**config.mk**
```make
export PLATFORM = sky130hd
export DESIGN_NAME = bitmap_row_allocator_with_stats_unit
export DESIGN_NICKNAME = d
export VERILOG_FILES = /design/src/hw/rtl/brasu_pkg.sv /design/src/hw/rtl/brasu_ram.sv /design/src/hw/rtl/brasu_div.sv /design/src/hw/rtl/bitmap_row_allocator_with_stats_unit.sv
export VERILOG_INCLUDE_DIRS = /design/src /design/src/hw/rtl
export SDC_FILE = /design/constraint.sdc
export NUM_CORES = 2
export LEC_CHECK = 0
export BUFFER_PORTS_ARGS = -buffer_cell sky130_fd_sc_hd__buf_2
export CAP_MARGIN = 20
export CORE_AREA = 2 2 341 343
export CTS_BUF_LIST = sky130_fd_sc_hd__clkbuf_4 sky130_fd_sc_hd__clkbuf_8 sky130_fd_sc_hd__clkbuf_16
export DETAILED_ROUTE_END_ITERATION = 6
export DIE_AREA = 0 0 343 345
export HOLD_SLACK_MARGIN = 0.08
export PLACE_DENSITY_LB_ADDON = 0.2
export SLEW_MARGIN = 20
export SYNTH_ARGS = -nofsm -noshare
export SYNTH_HDL_FRONTEND = slang
export SYNTH_SLANG_ARGS = --single-unit
```
**constraint.sdc**
```tcl
create_clock -name clk -period 28.6 [get_ports clk]
set_input_delay 1.43 -clock clk [delete_from_list [all_inputs] [get_ports clk]]
set_output_delay 1.43 -clock clk [all_outputs]
set_load 0.02 [all_outputs]
```
**src/hw/rtl/bitmap_row_allocator_with_stats_unit_assert.svh**
```systemverilog
// Assertion macros for the bitmap row allocator.
// Used by modules that have clk and rst_n in scope; no other dependencies.
`ifndef BITMAP_ROW_ALLOCATOR_WITH_STATS_UNIT_ASSERT_SVH
`define BITMAP_ROW_ALLOCATOR_WITH_STATS_UNIT_ASSERT_SVH

// Same-cycle implication, checked out of reset.
`define BRASU_ASSERT_NOW(label, ante, cons, msg) \
    label: assert property (@(posedge clk) disable iff (!rst_n) (ante) |-> (cons)) \
        else $error(msg);

// Next-cycle implication, checked out of reset.
`define BRASU_ASSERT_NEXT(label, ante, cons, msg) \
    label: assert property (@(posedge clk) disable iff (!rst_n) (ante) |=> (cons)) \
        else $error(msg);

`endif

```
**src/hw/rtl/brasu_pkg.sv**
```systemverilog
// Package for the bitmap row allocator: constants, payload structs, state codes.
// Used by brasu_div and bitmap_row_allocator_with_stats_unit; depends on nothing.
package brasu_pkg;

    localparam int ROWS_DEFAULT = 64;
    localparam int ADDR_W       = 5;
    localparam int DATA_W       = 64;
    localparam int HANDLE_W     = 64;
    localparam int SIZE_W       = 16;
    localparam int STAT_W       = 3;
    localparam int ROW_OUT_W    = 6;
    localparam int CNT_OUT_W    = 7;
    localparam int TOTAL_W      = 32;
    localparam int DIV_STEP_W   = 6;

    typedef logic [1:0] reg_idx_t;
    localparam reg_idx_t REG_ROW_SIZE = 2'd0;
    localparam reg_idx_t REG_CPU_BASE = 2'd1;
    localparam reg_idx_t REG_GPU_BASE = 2'd2;

    localparam logic OP_ALLOC = 1'b0;
    localparam logic OP_FREE  = 1'b1;

    typedef logic [STAT_W-1:0] status_t;
    localparam status_t STAT_OK        = 3'd0;
    localparam status_t STAT_NO_HEAP   = 3'd1;
    localparam status_t STAT_EXHAUSTED = 3'd2;
    localparam status_t STAT_FOREIGN   = 3'd3;
    localparam status_t STAT_MISMATCH  = 3'd4;
    localparam status_t STAT_BAD_FREE  = 3'd5;

    typedef struct packed {
        logic                opcode;
        logic [HANDLE_W-1:0] cpu_handle;
        logic [HANDLE_W-1:0] gpu_handle;
    } cmd_t;

    typedef struct packed {
        status_t              status;
        logic [ROW_OUT_W-1:0] row_index;
        logic [HANDLE_W-1:0]  out_cpu_handle;
        logic [HANDLE_W-1:0]  out_gpu_handle;
        logic [CNT_OUT_W-1:0] used_rows;
        logic [CNT_OUT_W-1:0] peak_rows;
        logic [TOTAL_W-1:0]   alloc_total;
        logic [TOTAL_W-1:0]   free_total;
    } rsp_t;

    typedef struct packed {
        logic                start;
        logic [HANDLE_W-1:0] dividend;
        logic [SIZE_W-1:0]   divisor;
    } div_req_t;

    typedef struct packed {
        logic                done;
        logic [HANDLE_W-1:0] quotient;
        logic [SIZE_W-1:0]   remainder;
    } div_rsp_t;

    typedef enum logic [3:0] {
        S_CLEAR,
        S_IDLE,
        S_A_RD,
        S_A_CHK,
        S_A_MUL,
        S_A_CPU,
        S_A_GPU,
        S_F_CSUB,
        S_F_GSUB,
        S_F_DIV,
        S_F_RD,
        S_F_CHK
    } state_t;

endpackage

```
**src/hw/rtl/brasu_ram.sv**
```systemverilog
// Generic simple dual-port RAM with registered read.
// No dependencies.
module brasu_ram #(
    parameter int WIDTH = 1,
    parameter int DEPTH = 64,
    localparam int AW   = (DEPTH > 1) ? $clog2(DEPTH) : 1
) (
    input  logic             clk,
    input  logic             we,
    input  logic [AW-1:0]    waddr,
    input  logic [WIDTH-1:0] wdata,
    input  logic [AW-1:0]    raddr,
    output logic [WIDTH-1:0] rdata
);

    logic [WIDTH-1:0] mem [DEPTH];
    logic [WIDTH-1:0] rdata_reg;

    always_ff @(posedge clk)
    begin
        if (we)
        begin
            mem[waddr] <= wdata;
        end
        rdata_reg <= mem[raddr];
    end

    assign rdata = rdata_reg;

endmodule

```
**src/hw/rtl/brasu_div.sv**
```systemverilog
// Restoring divider, one quotient bit per cycle: 64-bit dividend by 16-bit divisor.
// Depends on brasu_pkg.
module brasu_div (
    input  logic                clk,
    input  logic                rst_n,
    input  brasu_pkg::div_req_t req,
    output brasu_pkg::div_rsp_t rsp
);

    logic [brasu_pkg::HANDLE_W-1:0]   quo_reg;
    logic [brasu_pkg::SIZE_W-1:0]     rem_reg;
    logic [brasu_pkg::SIZE_W-1:0]     dvs_reg;
    logic [brasu_pkg::DIV_STEP_W-1:0] cnt_reg;
    logic                             run_reg;
    logic                             done_reg;
    logic [brasu_pkg::SIZE_W:0]       trial;
    logic [brasu_pkg::SIZE_W:0]       diff;
    logic                             fits;

    always_comb
    begin
        trial = {rem_reg, quo_reg[brasu_pkg::HANDLE_W-1]};
        diff  = trial - {1'b0, dvs_reg};
        fits  = (trial >= {1'b0, dvs_reg});
    end

    always_ff @(posedge clk or negedge rst_n)
    begin
        if (!rst_n)
        begin
            run_reg  <= 1'b0;
            done_reg <= 1'b0;
            cnt_reg  <= '0;
        end
        else
        begin
            done_reg <= 1'b0;
            if (req.start)
            begin
                run_reg <= 1'b1;
                cnt_reg <= '0;
            end
            else if (run_reg)
            begin
                cnt_reg <= cnt_reg + 1'b1;
                if (cnt_reg == '1)
                begin
                    run_reg  <= 1'b0;
                    done_reg <= 1'b1;
                end
            end
        end
    end

    always_ff @(posedge clk)
    begin
        if (req.start)
        begin
            quo_reg <= req.dividend;
            rem_reg <= '0;
            dvs_reg <= req.divisor;
        end
        else if (run_reg)
        begin
            quo_reg <= {quo_reg[brasu_pkg::HANDLE_W-2:0], fits};
            rem_reg <= fits ? diff[brasu_pkg::SIZE_W-1:0] : trial[brasu_pkg::SIZE_W-1:0];
        end
    end

    assign rsp.done      = done_reg;
    assign rsp.quotient  = quo_reg;
    assign rsp.remainder = rem_reg;

endmodule

```
**src/hw/rtl/bitmap_row_allocator_with_stats_unit.sv**
```systemverilog
// Top level of the bitmap row allocator: APB registers, sequencer, shared adder.
// Depends on brasu_pkg, brasu_ram, brasu_div and the assertion macro header.
//
// One request is taken when start is high and busy is low; its single result
// appears on rsp for exactly one cycle with done high and cannot be stalled.
// After reset the busy-bit RAM is swept clear, one row per cycle, while busy
// stays high. A request with row size zero is answered from idle with no-heap
// status. An allocate scans the busy bits one row at a time, a read state and
// a check state per row, through the RAM's registered read port, then forms
// both handles with one multiply and two passes through the shared 64-bit
// adder. A free subtracts the CPU and GPU bases in the shared adder, divides
// the offset by the row size in the bit-serial divider, then reads and clears
// the row; it ends early when a handle is foreign or the offsets differ.
`include "bitmap_row_allocator_with_stats_unit_assert.svh"

module bitmap_row_allocator_with_stats_unit #(
    parameter int ROWS = brasu_pkg::ROWS_DEFAULT
) (
    input  logic                         clk,
    input  logic                         rst_n,
    input  logic                         start,
    output logic                         busy,
    input  brasu_pkg::cmd_t              cmd,
    output logic                         done,
    output brasu_pkg::rsp_t              rsp,
    input  logic                         psel,
    input  logic                         penable,
    input  logic                         pwrite,
    input  logic [brasu_pkg::ADDR_W-1:0] paddr,
    input  logic [brasu_pkg::DATA_W-1:0] pwdata,
    output logic [brasu_pkg::DATA_W-1:0] prdata,
    output logic                         pready
);

    localparam int RW = (ROWS > 1) ? $clog2(ROWS) : 1;
    localparam int CW = $clog2(ROWS + 1);
    localparam int PW = RW + brasu_pkg::SIZE_W;
    localparam logic [RW-1:0] LAST_ROW = RW'(ROWS - 1);

    logic [brasu_pkg::SIZE_W-1:0]   row_size_reg;
    logic [brasu_pkg::HANDLE_W-1:0] cpu_base_reg;
    logic [brasu_pkg::HANDLE_W-1:0] gpu_base_reg;
    brasu_pkg::reg_idx_t            cfg_idx;
    logic                           cfg_wr;

    brasu_pkg::state_t              state_reg, state_next;
    logic [RW-1:0]                  scan_reg, scan_next;
    logic [PW-1:0]                  prod_reg, prod_next;
    logic [brasu_pkg::HANDLE_W-1:0] hold_reg, hold_next;
    logic                           foreign_reg, foreign_next;
    brasu_pkg::cmd_t                cmd_reg, cmd_next;
    logic [CW-1:0]                  count_reg, count_next;
    logic [CW-1:0]                  peak_reg, peak_next;
    logic [brasu_pkg::TOTAL_W-1:0]  alloc_reg, alloc_next;
    logic [brasu_pkg::TOTAL_W-1:0]  free_reg, free_next;
    brasu_pkg::rsp_t                rsp_reg, rsp_next;
    logic                           done_reg, done_next;

    logic                           ram_we;
    logic [RW-1:0]                  ram_waddr;
    logic [0:0]                     ram_wdata;
    logic [RW-1:0]                  ram_raddr;
    logic [0:0]                     ram_rdata;

    logic [brasu_pkg::HANDLE_W-1:0] add_a;
    logic [brasu_pkg::HANDLE_W-1:0] add_b;
    logic                           add_sub;
    logic [brasu_pkg::HANDLE_W:0]   add_res;

    brasu_pkg::div_req_t            div_req;
    brasu_pkg::div_rsp_t            div_rsp;

    logic                           emit;
    brasu_pkg::status_t             e_status;
    logic [RW-1:0]                  e_row;
    logic [brasu_pkg::HANDLE_W-1:0] e_cpu;
    logic [brasu_pkg::HANDLE_W-1:0] e_gpu;

    brasu_ram #(
        .WIDTH (1),
        .DEPTH (ROWS)
    ) u_busy_ram (
        .clk   (clk),
        .we    (ram_we),
        .waddr (ram_waddr),
        .wdata (ram_wdata),
        .raddr (ram_raddr),
        .rdata (ram_rdata)
    );

    brasu_div u_div (
        .clk   (clk),
        .rst_n (rst_n),
        .req   (div_req),
        .rsp   (div_rsp)
    );

    // Configuration port
    assign cfg_idx = paddr[brasu_pkg::ADDR_W-1:3];
    assign cfg_wr  = psel & penable & pwrite;
    assign pready  = 1'b1;

    always_ff @(posedge clk or negedge rst_n)
    begin
        if (!rst_n)
        begin
            row_size_reg <= '0;
            cpu_base_reg <= '0;
            gpu_base_reg <= '0;
        end
        else if (cfg_wr)
        begin
            unique case (cfg_idx)
                brasu_pkg::REG_ROW_SIZE: row_size_reg <= pwdata[brasu_pkg::SIZE_W-1:0];
                brasu_pkg::REG_CPU_BASE: cpu_base_reg <= pwdata;
                brasu_pkg::REG_GPU_BASE: gpu_base_reg <= pwdata;
                default: ;
            endcase
        end
    end

    always_comb
    begin
        unique case (cfg_idx)
            brasu_pkg::REG_ROW_SIZE: prdata = brasu_pkg::DATA_W'(row_size_reg);
            brasu_pkg::REG_CPU_BASE: prdata = cpu_base_reg;
            brasu_pkg::REG_GPU_BASE: prdata = gpu_base_reg;
            default:                 prdata = '0;
        endcase
    end

    // Shared 64-bit adder
    always_comb
    begin
        if (add_sub)
        begin
            add_res = {1'b0, add_a} - {1'b0, add_b};
        end
        else
        begin
            add_res = {1'b0, add_a} + {1'b0, add_b};
        end
    end

    // Sequencer
    always_ff @(posedge clk or negedge rst_n)
    begin
        if (!rst_n)
        begin
            state_reg <= brasu_pkg::S_CLEAR;
            scan_reg  <= '0;
            count_reg <= '0;
            peak_reg  <= '0;
            alloc_reg <= '0;
            free_reg  <= '0;
            done_reg  <= 1'b0;
        end
        else
        begin
            state_reg <= state_next;
            scan_reg  <= scan_next;
            count_reg <= count_next;
            peak_reg  <= peak_next;
            alloc_reg <= alloc_next;
            free_reg  <= free_next;
            done_reg  <= done_next;
        end
    end

    always_ff @(posedge clk)
    begin
        prod_reg    <= prod_next;
        hold_reg    <= hold_next;
        foreign_reg <= foreign_next;
        cmd_reg     <= cmd_next;
        rsp_reg     <= rsp_next;
    end

    always_comb
    begin
        state_next       = state_reg;
        scan_next        = scan_reg;
        prod_next        = prod_reg;
        hold_next        = hold_reg;
        foreign_next     = foreign_reg;
        cmd_next         = cmd_reg;
        count_next       = count_reg;
        peak_next        = peak_reg;
        alloc_next       = alloc_reg;
        free_next        = free_reg;
        ram_we           = 1'b0;
        ram_waddr        = scan_reg;
        ram_wdata        = 1'b0;
        ram_raddr        = scan_reg;
        add_a            = '0;
        add_b            = '0;
        add_sub          = 1'b0;
        div_req.start    = 1'b0;
        div_req.dividend = hold_reg;
        div_req.divisor  = row_size_reg;
        emit             = 1'b0;
        e_status         = brasu_pkg::STAT_OK;
        e_row            = '0;
        e_cpu            = '0;
        e_gpu            = '0;

        unique case (state_reg)
            brasu_pkg::S_CLEAR:
            begin
                ram_we = 1'b1;
                if (scan_reg == LAST_ROW)
                begin
                    scan_next  = '0;
                    state_next = brasu_pkg::S_IDLE;
                end
                else
                begin
                    scan_next = scan_reg + 1'b1;
                end
            end
            brasu_pkg::S_IDLE:
            begin
                if (start)
                begin
                    cmd_next = cmd;
                    if (row_size_reg == '0)
                    begin
                        emit     = 1'b1;
                        e_status = brasu_pkg::STAT_NO_HEAP;
                    end
                    else
                    begin
                        case (cmd.opcode)
                            brasu_pkg::OP_ALLOC:
                            begin
                                scan_next  = '0;
                                state_next = brasu_pkg::S_A_RD;
                            end
                            brasu_pkg::OP_FREE: state_next = brasu_pkg::S_F_CSUB;
                            default: ;
                        endcase
                    end
                end
            end
            brasu_pkg::S_A_RD: state_next = brasu_pkg::S_A_CHK;
            brasu_pkg::S_A_CHK:
            begin
                if (!ram_rdata[0])
                begin
                    ram_we     = 1'b1;
                    ram_wdata  = 1'b1;
                    count_next = count_reg + 1'b1;
                    alloc_next = alloc_reg + 1'b1;
                    if (count_next > peak_reg)
                    begin
                        peak_next = count_next;
                    end
                    state_next = brasu_pkg::S_A_MUL;
                end
                else if (scan_reg == LAST_ROW)
                begin
                    emit     = 1'b1;
                    e_status = brasu_pkg::STAT_EXHAUSTED;
                end
                else
                begin
                    scan_next  = scan_reg + 1'b1;
                    state_next = brasu_pkg::S_A_RD;
                end
            end
            brasu_pkg::S_A_MUL:
            begin
                prod_next  = PW'(scan_reg) * PW'(row_size_reg);
                state_next = brasu_pkg::S_A_CPU;
            end
            brasu_pkg::S_A_CPU:
            begin
                add_a      = cpu_base_reg;
                add_b      = brasu_pkg::HANDLE_W'(prod_reg);
                hold_next  = add_res[brasu_pkg::HANDLE_W-1:0];
                state_next = brasu_pkg::S_A_GPU;
            end
            brasu_pkg::S_A_GPU:
            begin
                add_a    = gpu_base_reg;
                add_b    = brasu_pkg::HANDLE_W'(prod_reg);
                emit     = 1'b1;
                e_row    = scan_reg;
                e_cpu    = hold_reg;
                e_gpu    = add_res[brasu_pkg::HANDLE_W-1:0];
            end
            brasu_pkg::S_F_CSUB:
            begin
                add_a        = cmd_reg.cpu_handle;
                add_b        = cpu_base_reg;
                add_sub      = 1'b1;
                hold_next    = add_res[brasu_pkg::HANDLE_W-1:0];
                foreign_next = add_res[brasu_pkg::HANDLE_W];
                state_next   = brasu_pkg::S_F_GSUB;
            end
            brasu_pkg::S_F_GSUB:
            begin
                add_a   = cmd_reg.gpu_handle;
                add_b   = gpu_base_reg;
                add_sub = 1'b1;
                if (foreign_reg || add_res[brasu_pkg::HANDLE_W])
                begin
                    emit     = 1'b1;
                    e_status = brasu_pkg::STAT_FOREIGN;
                end
                else if (add_res[brasu_pkg::HANDLE_W-1:0] != hold_reg)
                begin
                    emit     = 1'b1;
                    e_status = brasu_pkg::STAT_MISMATCH;
                end
                else
                begin
                    div_req.start = 1'b1;
                    state_next    = brasu_pkg::S_F_DIV;
                end
            end
            brasu_pkg::S_F_DIV:
            begin
                if (div_rsp.done)
                begin
                    if (div_rsp.remainder != '0)
                    begin
                        emit     = 1'b1;
                        e_status = brasu_pkg::STAT_MISMATCH;
                    end
                    else if (div_rsp.quotient >= brasu_pkg::HANDLE_W'(ROWS))
                    begin
                        emit     = 1'b1;
                        e_status = brasu_pkg::STAT_BAD_FREE;
                    end
                    else
                    begin
                        scan_next  = div_rsp.quotient[RW-1:0];
                        state_next = brasu_pkg::S_F_RD;
                    end
                end
            end
            brasu_pkg::S_F_RD: state_next = brasu_pkg::S_F_CHK;
            brasu_pkg::S_F_CHK:
            begin
                if (!ram_rdata[0] || count_reg == '0)
                begin
                    emit     = 1'b1;
                    e_status = brasu_pkg::STAT_BAD_FREE;
                end
                else
                begin
                    ram_we     = 1'b1;
                    count_next = count_reg - 1'b1;
                    free_next  = free_reg + 1'b1;
                    emit       = 1'b1;
                    e_row      = scan_reg;
                end
            end
            default: state_next = brasu_pkg::S_IDLE;
        endcase

        if (emit)
        begin
            state_next = brasu_pkg::S_IDLE;
        end

        done_next = emit;
        rsp_next  = rsp_reg;
        if (emit)
        begin
            rsp_next.status         = e_status;
            rsp_next.row_index      = brasu_pkg::ROW_OUT_W'(e_row);
            rsp_next.out_cpu_handle = e_cpu;
            rsp_next.out_gpu_handle = e_gpu;
            rsp_next.used_rows      = brasu_pkg::CNT_OUT_W'(count_next);
            rsp_next.peak_rows      = brasu_pkg::CNT_OUT_W'(peak_next);
            rsp_next.alloc_total    = alloc_next;
            rsp_next.free_total     = free_next;
        end
    end

    assign busy = (state_reg != brasu_pkg::S_IDLE);
    assign done = done_reg;
    assign rsp  = rsp_reg;

    `BRASU_ASSERT_NOW(a_done_idle, done, !busy, "result shown while sequencer busy")
    `BRASU_ASSERT_NEXT(a_accept_moves, start && !busy, busy || done, "accepted request lost")
    `BRASU_ASSERT_NOW(a_count_range, 1'b1, count_reg <= CW'(ROWS), "used count above row total")
    `BRASU_ASSERT_NOW(a_peak_ge_used, 1'b1, peak_reg >= count_reg, "peak below used count")
    `BRASU_ASSERT_NOW(a_div_in_wait, div_rsp.done, state_reg == brasu_pkg::S_F_DIV,
        "divider finished outside free wait")

endmodule
```
==> results.yml <==
run_status:
  status: "finished clean"
power:
  powerDensity_nw_per_um2: 137
  ir_drop_uv: 84.4
  power_mw: 7.21
  total_leakage_power_nw: 20.9
logic_synthesis:
  syn_inst: 4082
  synth_compound_area_share_pct: 12.8
  synth_top_family_by_area: "simple AND/OR/NAND/NOR gates"
  synth_edf_count: 574
  avgSynthCellArea_um2: 11.2
  synth.distinct_cells: 96
  synthTopCellsByCount: "edfxtp_1, nand2_1, nor2_1"
  synthXorXnorAreaFrac_pct: 4.62
  synth_top_cell_by_area: "edfxtp_1"
  ys_ff_latch: 832
  synthSimpleGateAreaFrac_pct: 15.0
  ys_warn_count: 0
  async_flop_share_pct: 29.0
  synthAdderAreaFrac_pct: 6.01
  synth_flop_cell: "edfxtp_1"
  synth_seq_area_share_pct: 51.7
  syn_nets: 4470
  yosysTopAreaCellShare_pct: 37.7
  synth_mux_area_share_pct: 6.64
  synth_area_leaders: "edfxtp_1, dfrtp_1, mux2_2"
  synth_most_common_cell: "edfxtp_1"
  syn-cell-area_um2: 45700
layout:
  synthToLayoutAreaGrowth_pct: 15.3
  largest_register_ff_count: 215
  drive_above_1_share_pct: 20.5
  nets: 4864
  fin_util_pct: 45.8
  fill_cells: 10900
  final_area_um2: 52700
sta:
  fin_ws_ns: 17.48
  post-route-period-util_pct: 38.9
  finalMaxSlewViolations: 0
  setup_viol_count_final: 0
  rsz0062_at_grt: "no"
  hold_viol: 0
  slew_headroom_pct: 19.7
  worstMarginPinSlew_ns: 1.19
  fmax_mhz: 89.9
  fin_tns_setup_ns: 0
  min_period_ns: 11.12
  clock_skew_ns: 0.0896
worst_setup_path:
  cp_max_fo: 162
  max_stage_delay_ns: 0.91
  cp_data_arrival_time_ns: 11.44
  worst-setup-path-type: "reg -> reg"
  cp_slowest_cell: "nor3_1"
  startpoint_type: "flip-flop"
  crit_required_ns: 28.92
  end_kind: "flip-flop"
drt:
  wl_mm: 152
  drtIter0Drc: 3750
  drtAntennaViolNets: 0
  viasPerCell: 5.77
  wire_per_inst_um: 24.9
  drtPass1Iterations: 6
  vias: 35100
  drc: 0
global_routing:
  grt_pass1_vias: 33900
  grtUsageTotal_pct: 25.2
  grt_overflow_total: 0
  grt_max_degree: 163
  antenna_found_initial: 7
  grt_pass1_wl_mm: 224
clocking:
  cts_tree: "built"
  cts_resized: 0
  htree_levels: 3
  clock-sinks: 832
  clockBufferDepth: 3
  root_buffer: "clkbuf_16"
  clkTransAtPathRegs_ns: 0.06
  hold_buffers: 0
  numCtsBuffers: 93
  postCtsSetupRepairBufs: 0
  insertion_delay_ns: 0.73
die:
  rows: 125
  die-area_um2: 118000
  core-area_um2: 115000
  ioPinCount: 486
  die_x_um: 343
  start_util_pct: 39.7
  die_y_um: 345
flow_run:
  maxCapViolations: 0
place:
  hpwl_mm: 113
  gp_congestion: 0.964
  placed_area_um2: 49600
  io_buffer_count: 481
  dpl_worst_slack_ns: 17.77
hold_path:
  hold_class: "reg -> reg"
power by group:
group | total (mW) | leakage, nW | switching [mW] | internal [mW]
clock network | 1.21 | 1.54 | 0.518 | 0.690
logic | 4.08 | 10.9 | 2.78 | 1.30
registers | 1.92 | 8.47 | 0.245 | 1.68
total | 7.21 | 20.9 | 3.54 | 3.66
cells in the final DEF, fill, tap and decap left out, types with 37 or more instances in the layout:
cell | Yosys | final
a21o_1 | 37 | 37
a21oi_1 | 160 | 159
a221oi_1 | 54 | 54
a22o_1 | 54 | 54
a22oi_1 | 153 | 153
and2_1 | 169 | 168
and3_1 | 37 | 37
buf_2 | 17 | 480
buf_4 | 3 | 48
clkbuf_16 | 0 | 95
dfrtp_1 | 241 | 240
edfxtp_1 | 574 | 574
fa_1 | 59 | 59
ha_1 | 125 | 125
inv_1 | 137 | 136
mux2_2 | 182 | 182
mux2i_1 | 42 | 42
nand2_1 | 408 | 408
nand3_1 | 85 | 85
nand4_1 | 74 | 74
nor2_1 | 271 | 267
nor3_1 | 66 | 65
nor4_1 | 74 | 73
o21ai_0 | 127 | 126
xnor2_1 | 142 | 142
xor2_1 | 78 | 78
final cells by class:
| cell class | instances | area, µm² | area share (%) |
|---|---|---|---|
| Antenna cell | 5 | 12.5 | 0.0237 |
| Clock buffer | 122 | 2620 | 4.97 |
| Clock inverter | 54 | 502 | 0.952 |
| Inverter | 138 | 518 | 0.983 |
| Multi-Input combinational cell | 2881 | 20700 | 39.3 |
| Sequential cell | 832 | 23600 | 44.8 |
| Tap cell | 1524 | 1910 | 3.62 |
| Timing Repair Buffer | 530 | 2800 | 5.31 |
critical path, delay by kind of cell, from the launching register on:
kind,cells,cell delay (ns)
AO/OA/AOI/OAI,9,2.15
XOR/XNOR,2,0.90
adder cells (fa/ha/maj),1,0.53
buffers and inverters,4,1.41
flip-flops,1,0.56
AND/OR/NAND/NOR,13,5.02
through the flow:
| step | hold WS, ns | instances |
|---|---|---|
| 6_report | 0.482 | 6086 |
| 5_1_grt | 0.501 | 6083 |
| 4_1_cts | 0.480 | 6081 |
| 3_5_place_dp | 0.457 | 5905 |
| 3_3_place_gp | 0.457 | 5905 |
| 2_1_floorplan | 0.423 | 4082 |
per-layer routing:
metal / GRT usage, % / vias to the layer above / part of all wire [%]
li1: - / 16000 / -
met1: 36.6 / 17600 / 45
met2: 38.4 / 1330 / 45
met3: 4.49 / 216 / 7.1
met4: 7.25 / 2 / 2.9
met5: 0 / - / 0.0086
logic make-up after synthesis:
| family | count (synthesis) |
|---|---|
| other cells | 1 |
| buf+inv | 369 |
| fa+ha+maj | 184 |
| xor+xnor | 228 |
| mux | 266 |
| flops | 832 |
| compound gates | 838 |
| simple gates | 1364 |
worst paths after layout:
path                               start               end  slack (ns)  depth (start not counted)
min in group asynchronous          rst_n      alloc_reg[2]        0.67                          1
max reg2reg                 state_reg[2]           rsp[27]       17.48                         29
max in group asynchronous          rst_n  cpu_base_reg[55]       25.76                          3
min reg2reg                alloc_reg[20]     alloc_reg[20]        0.48                          1
min                        alloc_reg[20]     alloc_reg[20]        0.48                          1
max                         state_reg[2]           rsp[27]       17.48                         29
No activity file was read; power rests on OpenSTA's default activity.
